## src/design/esc_pkg.sv

```systemverilog
// Package for the epoch seconds to calendar unit.
// Holds field widths, calendar constants and the month start helper.
// No dependencies.
package esc_pkg;

  localparam int EPOCH_W = 32;
  localparam int SEC_W   = 6;
  localparam int MIN_W   = 6;
  localparam int HOUR_W  = 5;
  localparam int WDAY_W  = 3;
  localparam int YEAR_W  = 8;
  localparam int MONTH_W = 4;
  localparam int MDAY_W  = 5;

  localparam int YEAR_DAYS  = 365;
  localparam int CYCLE_DAYS = 1461;
  localparam int EPOCH_YEAR = 1970;
  localparam int BASE_YEAR  = 2000;
  localparam int EPOCH_WDAY = 4;
  localparam int WEEK_DAYS  = 7;

  localparam logic [4:0] MONTH_LEN [12] = '{
    5'd31, 5'd28, 5'd31, 5'd30, 5'd31, 5'd30,
    5'd31, 5'd31, 5'd30, 5'd31, 5'd30, 5'd31
  };

  // Day of year (from 0) on which month idx (from 0) starts.
  function automatic logic [8:0] month_start(input logic [3:0] idx, input logic leap);
    logic [8:0] acc;
    acc = '0;
    for (int k = 0; k < 11; k++) begin
      if (4'(k) < idx) begin
        acc = acc + 9'(MONTH_LEN[k]);
      end
    end
    if (leap && (idx > 4'd1)) begin
      acc = acc + 9'd1;
    end
    return acc;
  endfunction

endpackage

```

## src/design/esc_if.sv

```systemverilog
// Valid/ready channel interfaces for the epoch seconds to calendar unit.
// Depends on esc_pkg for field widths.
interface esc_in_if;
  import esc_pkg::*;

  logic               valid;
  logic               ready;
  logic [EPOCH_W-1:0] epoch_seconds;

  modport source (output valid, output epoch_seconds, input ready);
  modport sink (input valid, input epoch_seconds, output ready);
endinterface

interface esc_out_if;
  import esc_pkg::*;

  logic               valid;
  logic               ready;
  logic [SEC_W-1:0]   second_of_minute;
  logic [MIN_W-1:0]   minute_of_hour;
  logic [HOUR_W-1:0]  hour_of_day;
  logic [WDAY_W-1:0]  week_day;
  logic [YEAR_W-1:0]  year_offset;
  logic [MONTH_W-1:0] month_number;
  logic [MDAY_W-1:0]  day_of_month;

  modport source (
    output valid, output second_of_minute, output minute_of_hour, output hour_of_day,
    output week_day, output year_offset, output month_number, output day_of_month,
    input ready
  );
  modport sink (
    input valid, input second_of_minute, input minute_of_hour, input hour_of_day,
    input week_day, input year_offset, input month_number, input day_of_month,
    output ready
  );
endinterface

```

## src/design/esc_cdiv.sv

```systemverilog
// Two-stage divider by a constant: reciprocal multiply, then one correction step.
// No dependencies; MUL is floor(2**SHIFT / DIV) with every x below 2**SHIFT.
module esc_cdiv #(
  parameter int XW    = 16,
  parameter int QW    = 13,
  parameter int RW    = 3,
  parameter int DIV   = 7,
  parameter int MUL   = 9362,
  parameter int SHIFT = 16
) (
  input  logic          clk_i,
  input  logic          en_i,
  input  logic [XW-1:0] x_i,
  output logic [QW-1:0] q_o,
  output logic [RW-1:0] r_o
);

  localparam int MW = $clog2(MUL + 1);
  localparam int PW = XW + MW;

  logic [PW-1:0] prod_d, prod_q;
  logic [XW-1:0] x_q;
  logic [QW-1:0] q_est;
  logic [XW-1:0] qd, r_est;
  logic          corr;
  logic [QW-1:0] q_d, q_q;
  logic [RW-1:0] r_d, r_q;

  assign prod_d = PW'(x_i) * PW'(MUL);
  assign q_est  = prod_q[SHIFT +: QW];
  assign qd     = XW'(q_est) * XW'(DIV);
  assign r_est  = x_q - qd;
  assign corr   = r_est >= XW'(DIV);
  assign q_d    = corr ? q_est + 1'b1 : q_est;
  assign r_d    = RW'(corr ? r_est - XW'(DIV) : r_est);

  always_ff @(posedge clk_i) begin
    if (en_i) begin
      prod_q <= prod_d;
      x_q    <= x_i;
      q_q    <= q_d;
      r_q    <= r_d;
    end
  end

  assign q_o = q_q;
  assign r_o = r_q;

endmodule

```

## src/design/epoch_seconds_to_calendar_unit.sv

```systemverilog
// Top level of the epoch seconds to calendar unit.
// Depends on esc_pkg, esc_in_if, esc_out_if and esc_cdiv.
//
// Converts a 32-bit count of seconds since 1970-01-01 00:00:00 into seconds, minutes,
// hours, weekday (0 = Sunday), year minus 2000 modulo 256, month and day of month, using
// the every-fourth-year leap rule (right for 1970 to 2099). One transaction is accepted
// per cycle while the output is not stalled; the pipeline is made of three constant dividers
// in series (seconds to days, seconds of day to hours, seconds of hour to minutes), two
// stages each, behind the input register. The unit holds no state; a stalled output holds
// the whole pipeline.
module epoch_seconds_to_calendar_unit (
  input  logic clk_i,
  input  logic rst_ni,
  esc_in_if.sink     in_i,
  esc_out_if.source  out_o
);
  import esc_pkg::*;

  localparam int DEPTH = 7;

  logic             adv;
  logic [DEPTH-1:0] vld_d, vld_q;

  assign adv   = !vld_q[DEPTH-1] || out_o.ready;
  assign vld_d = {vld_q[DEPTH-2:0], in_i.valid};

  always_ff @(posedge clk_i or negedge rst_ni) begin
    if (!rst_ni) begin
      vld_q <= '0;
    end else if (adv) begin
      vld_q <= vld_d;
    end
  end

  logic [EPOCH_W-1:0] x0_q;
  logic [6:0]         lo7_a_q, lo7_b_q;
  logic [3:0]         lo4_a_q, lo4_b_q;
  logic [15:0]        day_cnt;
  logic [9:0]         day_rem;
  logic [16:0]        sec_day;
  logic [HOUR_W-1:0]  hr_q5, hr_a_q, hr_b_q;
  logic [7:0]         hr_rem;
  logic [12:0]        wd_quo;
  logic [WDAY_W-1:0]  wd_q5, wd_a_q, wd_b_q;
  logic [5:0]         cyc_q5;
  logic [10:0]        cyc_rem;
  logic [MIN_W-1:0]   min_q7;
  logic [SEC_W-1:0]   sec_q7;

  always_ff @(posedge clk_i) begin
    if (adv) begin
      x0_q    <= in_i.epoch_seconds;
      lo7_a_q <= x0_q[6:0];
      lo7_b_q <= lo7_a_q;
      lo4_a_q <= lo7_b_q[3:0];
      lo4_b_q <= lo4_a_q;
      hr_a_q  <= hr_q5;
      hr_b_q  <= hr_a_q;
      wd_a_q  <= wd_q5;
      wd_b_q  <= wd_a_q;
    end
  end

  // 86400 = 128 * 675: split off the low seven bits and divide the rest by 675.
  esc_cdiv #(
    .XW(25), .QW(16), .RW(10), .DIV(675), .MUL(6362914), .SHIFT(32)
  ) u_day_div (
    .clk_i(clk_i), .en_i(adv), .x_i(x0_q[31:7]), .q_o(day_cnt), .r_o(day_rem)
  );

  assign sec_day = {day_rem, lo7_b_q};

  // 3600 = 16 * 225.
  esc_cdiv #(
    .XW(13), .QW(HOUR_W), .RW(8), .DIV(225), .MUL(291), .SHIFT(16)
  ) u_hour_div (
    .clk_i(clk_i), .en_i(adv), .x_i(sec_day[16:4]), .q_o(hr_q5), .r_o(hr_rem)
  );

  esc_cdiv #(
    .XW(16), .QW(13), .RW(WDAY_W), .DIV(WEEK_DAYS), .MUL(9362), .SHIFT(16)
  ) u_wday_div (
    .clk_i(clk_i), .en_i(adv), .x_i(day_cnt + 16'(EPOCH_WDAY)), .q_o(wd_quo), .r_o(wd_q5)
  );

  esc_cdiv #(
    .XW(16), .QW(6), .RW(11), .DIV(CYCLE_DAYS), .MUL(44), .SHIFT(16)
  ) u_cyc_div (
    .clk_i(clk_i), .en_i(adv), .x_i(day_cnt), .q_o(cyc_q5), .r_o(cyc_rem)
  );

  esc_cdiv #(
    .XW(12), .QW(MIN_W), .RW(SEC_W), .DIV(60), .MUL(68), .SHIFT(12)
  ) u_min_div (
    .clk_i(clk_i), .en_i(adv), .x_i({hr_rem, lo4_b_q}), .q_o(min_q7), .r_o(sec_q7)
  );

  // Year within the four-year cycle; the third year is the leap year.
  localparam logic [10:0] Y1 = 11'(YEAR_DAYS);
  localparam logic [10:0] Y2 = 11'(2 * YEAR_DAYS);
  localparam logic [10:0] Y3 = 11'(3 * YEAR_DAYS + 1);
  localparam logic [YEAR_W-1:0] YEAR_OFS0 = YEAR_W'(EPOCH_YEAR - BASE_YEAR);

  logic [1:0]        yr_d, yr_q;
  logic [10:0]       base_d;
  logic [8:0]        remy_q;
  logic [YEAR_W-1:0] yoff_q, yoff_b_q;

  always_comb begin
    if (cyc_rem < Y1) begin
      yr_d   = 2'd0;
      base_d = '0;
    end else if (cyc_rem < Y2) begin
      yr_d   = 2'd1;
      base_d = Y1;
    end else if (cyc_rem < Y3) begin
      yr_d   = 2'd2;
      base_d = Y2;
    end else begin
      yr_d   = 2'd3;
      base_d = Y3;
    end
  end

  always_ff @(posedge clk_i) begin
    if (adv) begin
      yr_q     <= yr_d;
      remy_q   <= 9'(cyc_rem - base_d);
      yoff_q   <= YEAR_W'({cyc_q5, 2'b00}) + YEAR_W'(yr_d) + YEAR_OFS0;
      yoff_b_q <= yoff_q;
    end
  end

  logic                leap;
  logic [8:0]          mstart [12];
  logic [MONTH_W-1:0]  mon_idx;
  logic [MONTH_W-1:0]  mon_q;
  logic [MDAY_W-1:0]   mday_q;

  assign leap = yr_q == 2'd2;

  always_comb begin
    mon_idx = '0;
    for (int k = 0; k < 12; k++) begin
      mstart[k] = month_start(4'(k), leap);
    end
    for (int k = 1; k < 12; k++) begin
      mon_idx = mon_idx + MONTH_W'(remy_q >= mstart[k]);
    end
  end

  always_ff @(posedge clk_i) begin
    if (adv) begin
      mon_q  <= mon_idx + 1'b1;
      mday_q <= MDAY_W'(remy_q - mstart[mon_idx]) + 1'b1;
    end
  end

  assign in_i.ready             = adv;
  assign out_o.valid            = vld_q[DEPTH-1];
  assign out_o.second_of_minute = sec_q7;
  assign out_o.minute_of_hour   = min_q7;
  assign out_o.hour_of_day      = hr_b_q;
  assign out_o.week_day         = wd_b_q;
  assign out_o.year_offset      = yoff_b_q;
  assign out_o.month_number     = mon_q;
  assign out_o.day_of_month     = mday_q;

  a_time_range: assert property (@(posedge clk_i) disable iff (!rst_ni)
    out_o.valid |-> (sec_q7 < 6'd60) && (min_q7 < 6'd60) && (hr_b_q < 5'd24))
    else $error("time of day out of range");

  a_wday_range: assert property (@(posedge clk_i) disable iff (!rst_ni)
    out_o.valid |-> (wd_b_q < 3'd7) && (wd_quo <= 13'd7102 || !vld_q[4]))
    else $error("weekday out of range");

  a_month_range: assert property (@(posedge clk_i) disable iff (!rst_ni)
    out_o.valid |-> (mon_q >= 4'd1) && (mon_q <= 4'd12) && (mday_q >= 5'd1))
    else $error("month or day out of range");

  a_feb_len: assert property (@(posedge clk_i) disable iff (!rst_ni)
    (out_o.valid && (mon_q == 4'd2)) |-> (mday_q <= 5'd29))
    else $error("february day out of range");

endmodule
```

## src/flat_wrapper.sv

```systemverilog
// flat-port wrapper written by rule: the top's interface ports become plain ports
module epoch_seconds_to_calendar_unit_flat import esc_pkg::*;
  (clk_i, rst_ni, in_i_valid, in_i_epoch_seconds, in_i_ready, out_o_valid, out_o_second_of_minute, out_o_minute_of_hour, out_o_hour_of_day, out_o_week_day, out_o_year_offset, out_o_month_number, out_o_day_of_month, out_o_ready);
  esc_in_if in_i_i ();
  esc_out_if out_o_i ();
  input  logic clk_i;
  input  logic rst_ni;
  input wire logic [$bits(in_i_i.valid)-1:0] in_i_valid;
  input wire logic [$bits(in_i_i.epoch_seconds)-1:0] in_i_epoch_seconds;
  output wire logic [$bits(in_i_i.ready)-1:0] in_i_ready;
  output wire logic [$bits(out_o_i.valid)-1:0] out_o_valid;
  output wire logic [$bits(out_o_i.second_of_minute)-1:0] out_o_second_of_minute;
  output wire logic [$bits(out_o_i.minute_of_hour)-1:0] out_o_minute_of_hour;
  output wire logic [$bits(out_o_i.hour_of_day)-1:0] out_o_hour_of_day;
  output wire logic [$bits(out_o_i.week_day)-1:0] out_o_week_day;
  output wire logic [$bits(out_o_i.year_offset)-1:0] out_o_year_offset;
  output wire logic [$bits(out_o_i.month_number)-1:0] out_o_month_number;
  output wire logic [$bits(out_o_i.day_of_month)-1:0] out_o_day_of_month;
  input wire logic [$bits(out_o_i.ready)-1:0] out_o_ready;
  assign in_i_i.valid = in_i_valid;
  assign in_i_i.epoch_seconds = in_i_epoch_seconds;
  assign in_i_ready = in_i_i.ready;
  assign out_o_valid = out_o_i.valid;
  assign out_o_second_of_minute = out_o_i.second_of_minute;
  assign out_o_minute_of_hour = out_o_i.minute_of_hour;
  assign out_o_hour_of_day = out_o_i.hour_of_day;
  assign out_o_week_day = out_o_i.week_day;
  assign out_o_year_offset = out_o_i.year_offset;
  assign out_o_month_number = out_o_i.month_number;
  assign out_o_day_of_month = out_o_i.day_of_month;
  assign out_o_i.ready = out_o_ready;
  epoch_seconds_to_calendar_unit u_core (.clk_i(clk_i), .rst_ni(rst_ni), .in_i(in_i_i), .out_o(out_o_i));
endmodule
```

## config.mk

```make
export PLATFORM = sky130hd
export DESIGN_NAME = epoch_seconds_to_calendar_unit_flat
export DESIGN_NICKNAME = d
export VERILOG_FILES = /design/src/design/esc_pkg.sv /design/src/design/esc_if.sv /design/src/design/esc_cdiv.sv /design/src/design/epoch_seconds_to_calendar_unit.sv /design/src/flat_wrapper.sv
export SDC_FILE = /design/constraint.sdc
export NUM_CORES = 2
export LEC_CHECK = 0
export BUFFER_PORTS_ARGS = -buffer_cell sky130_fd_sc_hd__clkbuf_2
export CORE_ASPECT_RATIO = 0.8
export CORE_MARGIN = 4
export CORE_UTILIZATION = 35
export CTS_BUF_LIST = sky130_fd_sc_hd__clkbuf_16
export CTS_CLUSTER_DIAMETER = 200
export DETAILED_ROUTE_END_ITERATION = 10
export PLACE_DENSITY = 0.48
export SLEW_MARGIN = 25
export SYNTH_ARGS = -nofsm -noshare
export SYNTH_HDL_FRONTEND = slang
export SYNTH_SLANG_ARGS = --single-unit
```

## constraint.sdc

```tcl
create_clock -name clk_i -period 13.56 [get_ports clk_i]
set_input_delay 0.678 -clock clk_i [delete_from_list [all_inputs] [get_ports clk_i]]
set_output_delay 0.678 -clock clk_i [all_outputs]
set_load 0.01 [all_outputs]
```

==> results.cfg <==
[yosys]
post-synth-top-area-cell = edfxtp_1
synth_mux_area_share_pct = 0.745
synth-edff-count = 302
yosys-top-cells-count = ha_1, inv_1, fa_1
synth.most_common_cell = ha_1
ys_ff_latch = 309
synth_cells = 3015
synth_nets = 4055
synth_area_per_cell_um2 = 11.1
synth_top_family_by_area = adder cells
synth_flop_cell = edfxtp_1
synthAdderAreaFrac_pct = 44.7
async_flop_share_pct = 2.27
synth-compound-area-share_pct = 7.47
yosys.area_share.xor_xnor_pct = 5.17
synth_top_area_share_pct = 27.1
synthSimpleGateAreaFrac_pct = 6.76
synth_warnings = 0
ys_seq_area_share_pct = 27.6
synth.distinct_cells = 73
yosys-top-cells-area = edfxtp_1, ha_1, fa_1, inv_1, xnor2_1
syn_area_mm2 = 0.0334

[clock_network]
cts_sinks = 309
cts_repair_resize_count = 0
numCtsBuffers = 40
clk_pin_slew_worst_paths_ns = 0.06
clk_path_buf_depth = 3
cts-htree-levels = 2
root_buffer = clkbuf_16
postCtsSetupBuffers = 0
cts_tree = yes
postCtsHoldBufs = 1
insertion_delay_ns = 0.58

[die]
core_mm2 = 0.0948
pin_count = 75
die_w_um = 354
die_y_um = 284
initial_core_util_pct = 35.3
die-area_mm2 = 0.101
row_count = 101

[drt]
drc = 0
postRouteWirelength_um = 68500
dr.pass1.iters = 5
drt_iter0_markers = 772
wl_met1_um = 34400
detail_route.wl_per_cell_um = 15.6
vias = 20900
top_layer = met4
ant_nets = 0
vias_per_cell = 4.75
dr_wl_met3_um = 2020
wl_met2_um = 31000

[timing]
fmaxAchievable_mhz = 141
finalSetupTns_ns = 0
worst_slew_pin_slew_ns = 0.985
hold_viol = 0
drv_slew = 0
setup_violations = 0
fin_worst_skew_ns = 0.0199
rsz0062_at_grt = no
timing.final.crit_share_pct = 52.3
slew_headroom_pct = 32.6
fin_crit_ns = 7.09

[placement]
dp_hpwl_um = 55700
globalplace.congestion = 0.835
portBuffers = 74

[global_routing]
grt_pass1_wl_um = 116000
antenna_found_initial = 0
overflow = 0
grt.total_usage_pct = 14.0
grt_max_degree = 73
grt_pass1_vias = 22400

[layout]
final_util_pct = 38.7
drive_above_1_share_pct = 5.83
area_delta_synth_final_pct = 9.66
nets = 4166

[setup_path]
worstPathCellList = ha_1 > nand3_1 > or3_1 > nor2_1 > nand2_1 > xnor2_1 > ha_1 > ha_1 > inv_1 > fa_1 > inv_1 > fa_1 > ha_1 > a21oi_1 > o21a_1 > a21oi_1 > o31a_1 > o41a_1 > a41oi_1 > a21oi_1 > a21o_1 > a21oi_1 > xnor3_1
ff2ff_setup_slack_ns = 6.47
slowest_stage = xnor2_1
path_class = reg2reg
required_ns = 13.88
cp-end-kind = flip-flop
slowest_delay_ns = 0.78
crit_fanout = 9
crit_arrival_ns = 7.41
critPathLaunchType = flip-flop

[run_status]
outcome = completed

[flow_run]
maxCapViolCount = 0

[worst_hold_path]
hp-class = in2reg
## cell families after synthesis
logic type | Yosys count
and+or+nand+nor | 441
AOI/OAI and AO/OA | 381
DFF | 309
buffers and inverters | 661
muxes | 23
xor gates and xnor gates | 196
adders and majority gates | 1004
## layer usage
metal	GRT usage, %	vias to the layer above
met5	0	-
met4	2.64	0
met3	1.80	67
met2	22.6	236
met1	20.2	10100
li1	-	10400
## area by class of cell
type	count	area (um^2)
Antenna cell	1	2.50
Clock inverter	32	268
Tap cell	1236	1550
Clock buffer	41	1030
Fill cell	9227	58100
Multi-Input combinational cell	2045	21700
Sequential cell	309	9240
Timing Repair Buffer	85	455
Inverter	645	2420
## registers in the layout, indices dropped and copies added, names as in the netlist, 7 cells and up
name,count
u_core.x0_q,32
u_core.u_day_div.x_q,25
u_core.u_cyc_div.x_q,16
u_core.u_day_div.prod_q,16
u_core.u_day_div.q_o,16
u_core.u_wday_div.x_q,14
u_core.u_wday_div.prod_q,13
u_core.u_hour_div.x_q,12
u_core.u_min_div.x_q,12
u_core.u_cyc_div.r_o,11
u_core.u_day_div.r_o,10
u_core.remy_q,9
u_core.out_o.year_offset,8
u_core.u_hour_div.r_o,8
u_core.yoff_q,8
u_core.lo7_a_q,7
u_core.lo7_b_q,7
u_core.vld_q,7
## layout by cell type, fill, tap and decap left out, types with 11 or more instances in the layout
| master | instances |
|---|---|
| ha_1 | 684 |
| inv_1 | 648 |
| fa_1 | 320 |
| edfxtp_1 | 302 |
| xnor2_1 | 129 |
| nor2_1 | 104 |
| a21oi_1 | 98 |
| o21ai_0 | 88 |
| nand2_1 | 85 |
| clkbuf_2 | 74 |
| xor2_1 | 66 |
| a21o_1 | 47 |
| nor3_1 | 46 |
| clkbuf_16 | 41 |
| nand3_1 | 36 |
| nand2b_1 | 31 |
| o21a_1 | 27 |
| nor2b_1 | 26 |
| nand4_1 | 18 |
| and3_1 | 18 |
| o211ai_1 | 14 |
| mux2_2 | 14 |
| or3_1 | 12 |
| a31oi_1 | 11 |
| or2_2 | 11 |
| a211oi_1 | 11 |
## per-stage QoR
step	hold slack (ns)	setup WS [ns]	std cells	area, um^2
after global placement	0.401	6.45	4318	35400
final	0.276	6.47	4394	36700
after global routing	0.240	6.02	4393	36700
after floorplan	0.382	3.01	3015	33400
after detailed placement	0.405	6.42	4319	35400
after CTS	0.229	6.38	4393	36700
## final timing paths
kind,start,endpoint,depth (start not counted)
worst min-delay path,in_i_epoch_seconds[22],u_core.x0_q[22],1
worst max register to register,u_core.u_day_div.q_o[2],u_core.u_wday_div.prod_q[28],23
max in group asynchronous,rst_ni,u_core.vld_q[3],2
worst min register to register,u_core.lo7_a_q[6],u_core.lo7_b_q[6],0
worst max-delay path,u_core.u_day_div.q_o[2],u_core.u_wday_div.prod_q[28],23
min in group asynchronous,rst_ni,u_core.vld_q[6],2
## worst max-delay path, delay by kind of cell, from the launching register on
family | cells | cell delay (ns)
compound gates | 9 | 2.00
buf+inv | 2 | 0.12
fa+ha+maj | 6 | 2.33
simple gates | 4 | 0.79
flops | 1 | 0.58
xor+xnor | 2 | 1.01
Power is not shown: default switching activity piles up to over one toggle a cycle in this logic, so the estimate is an artifact.
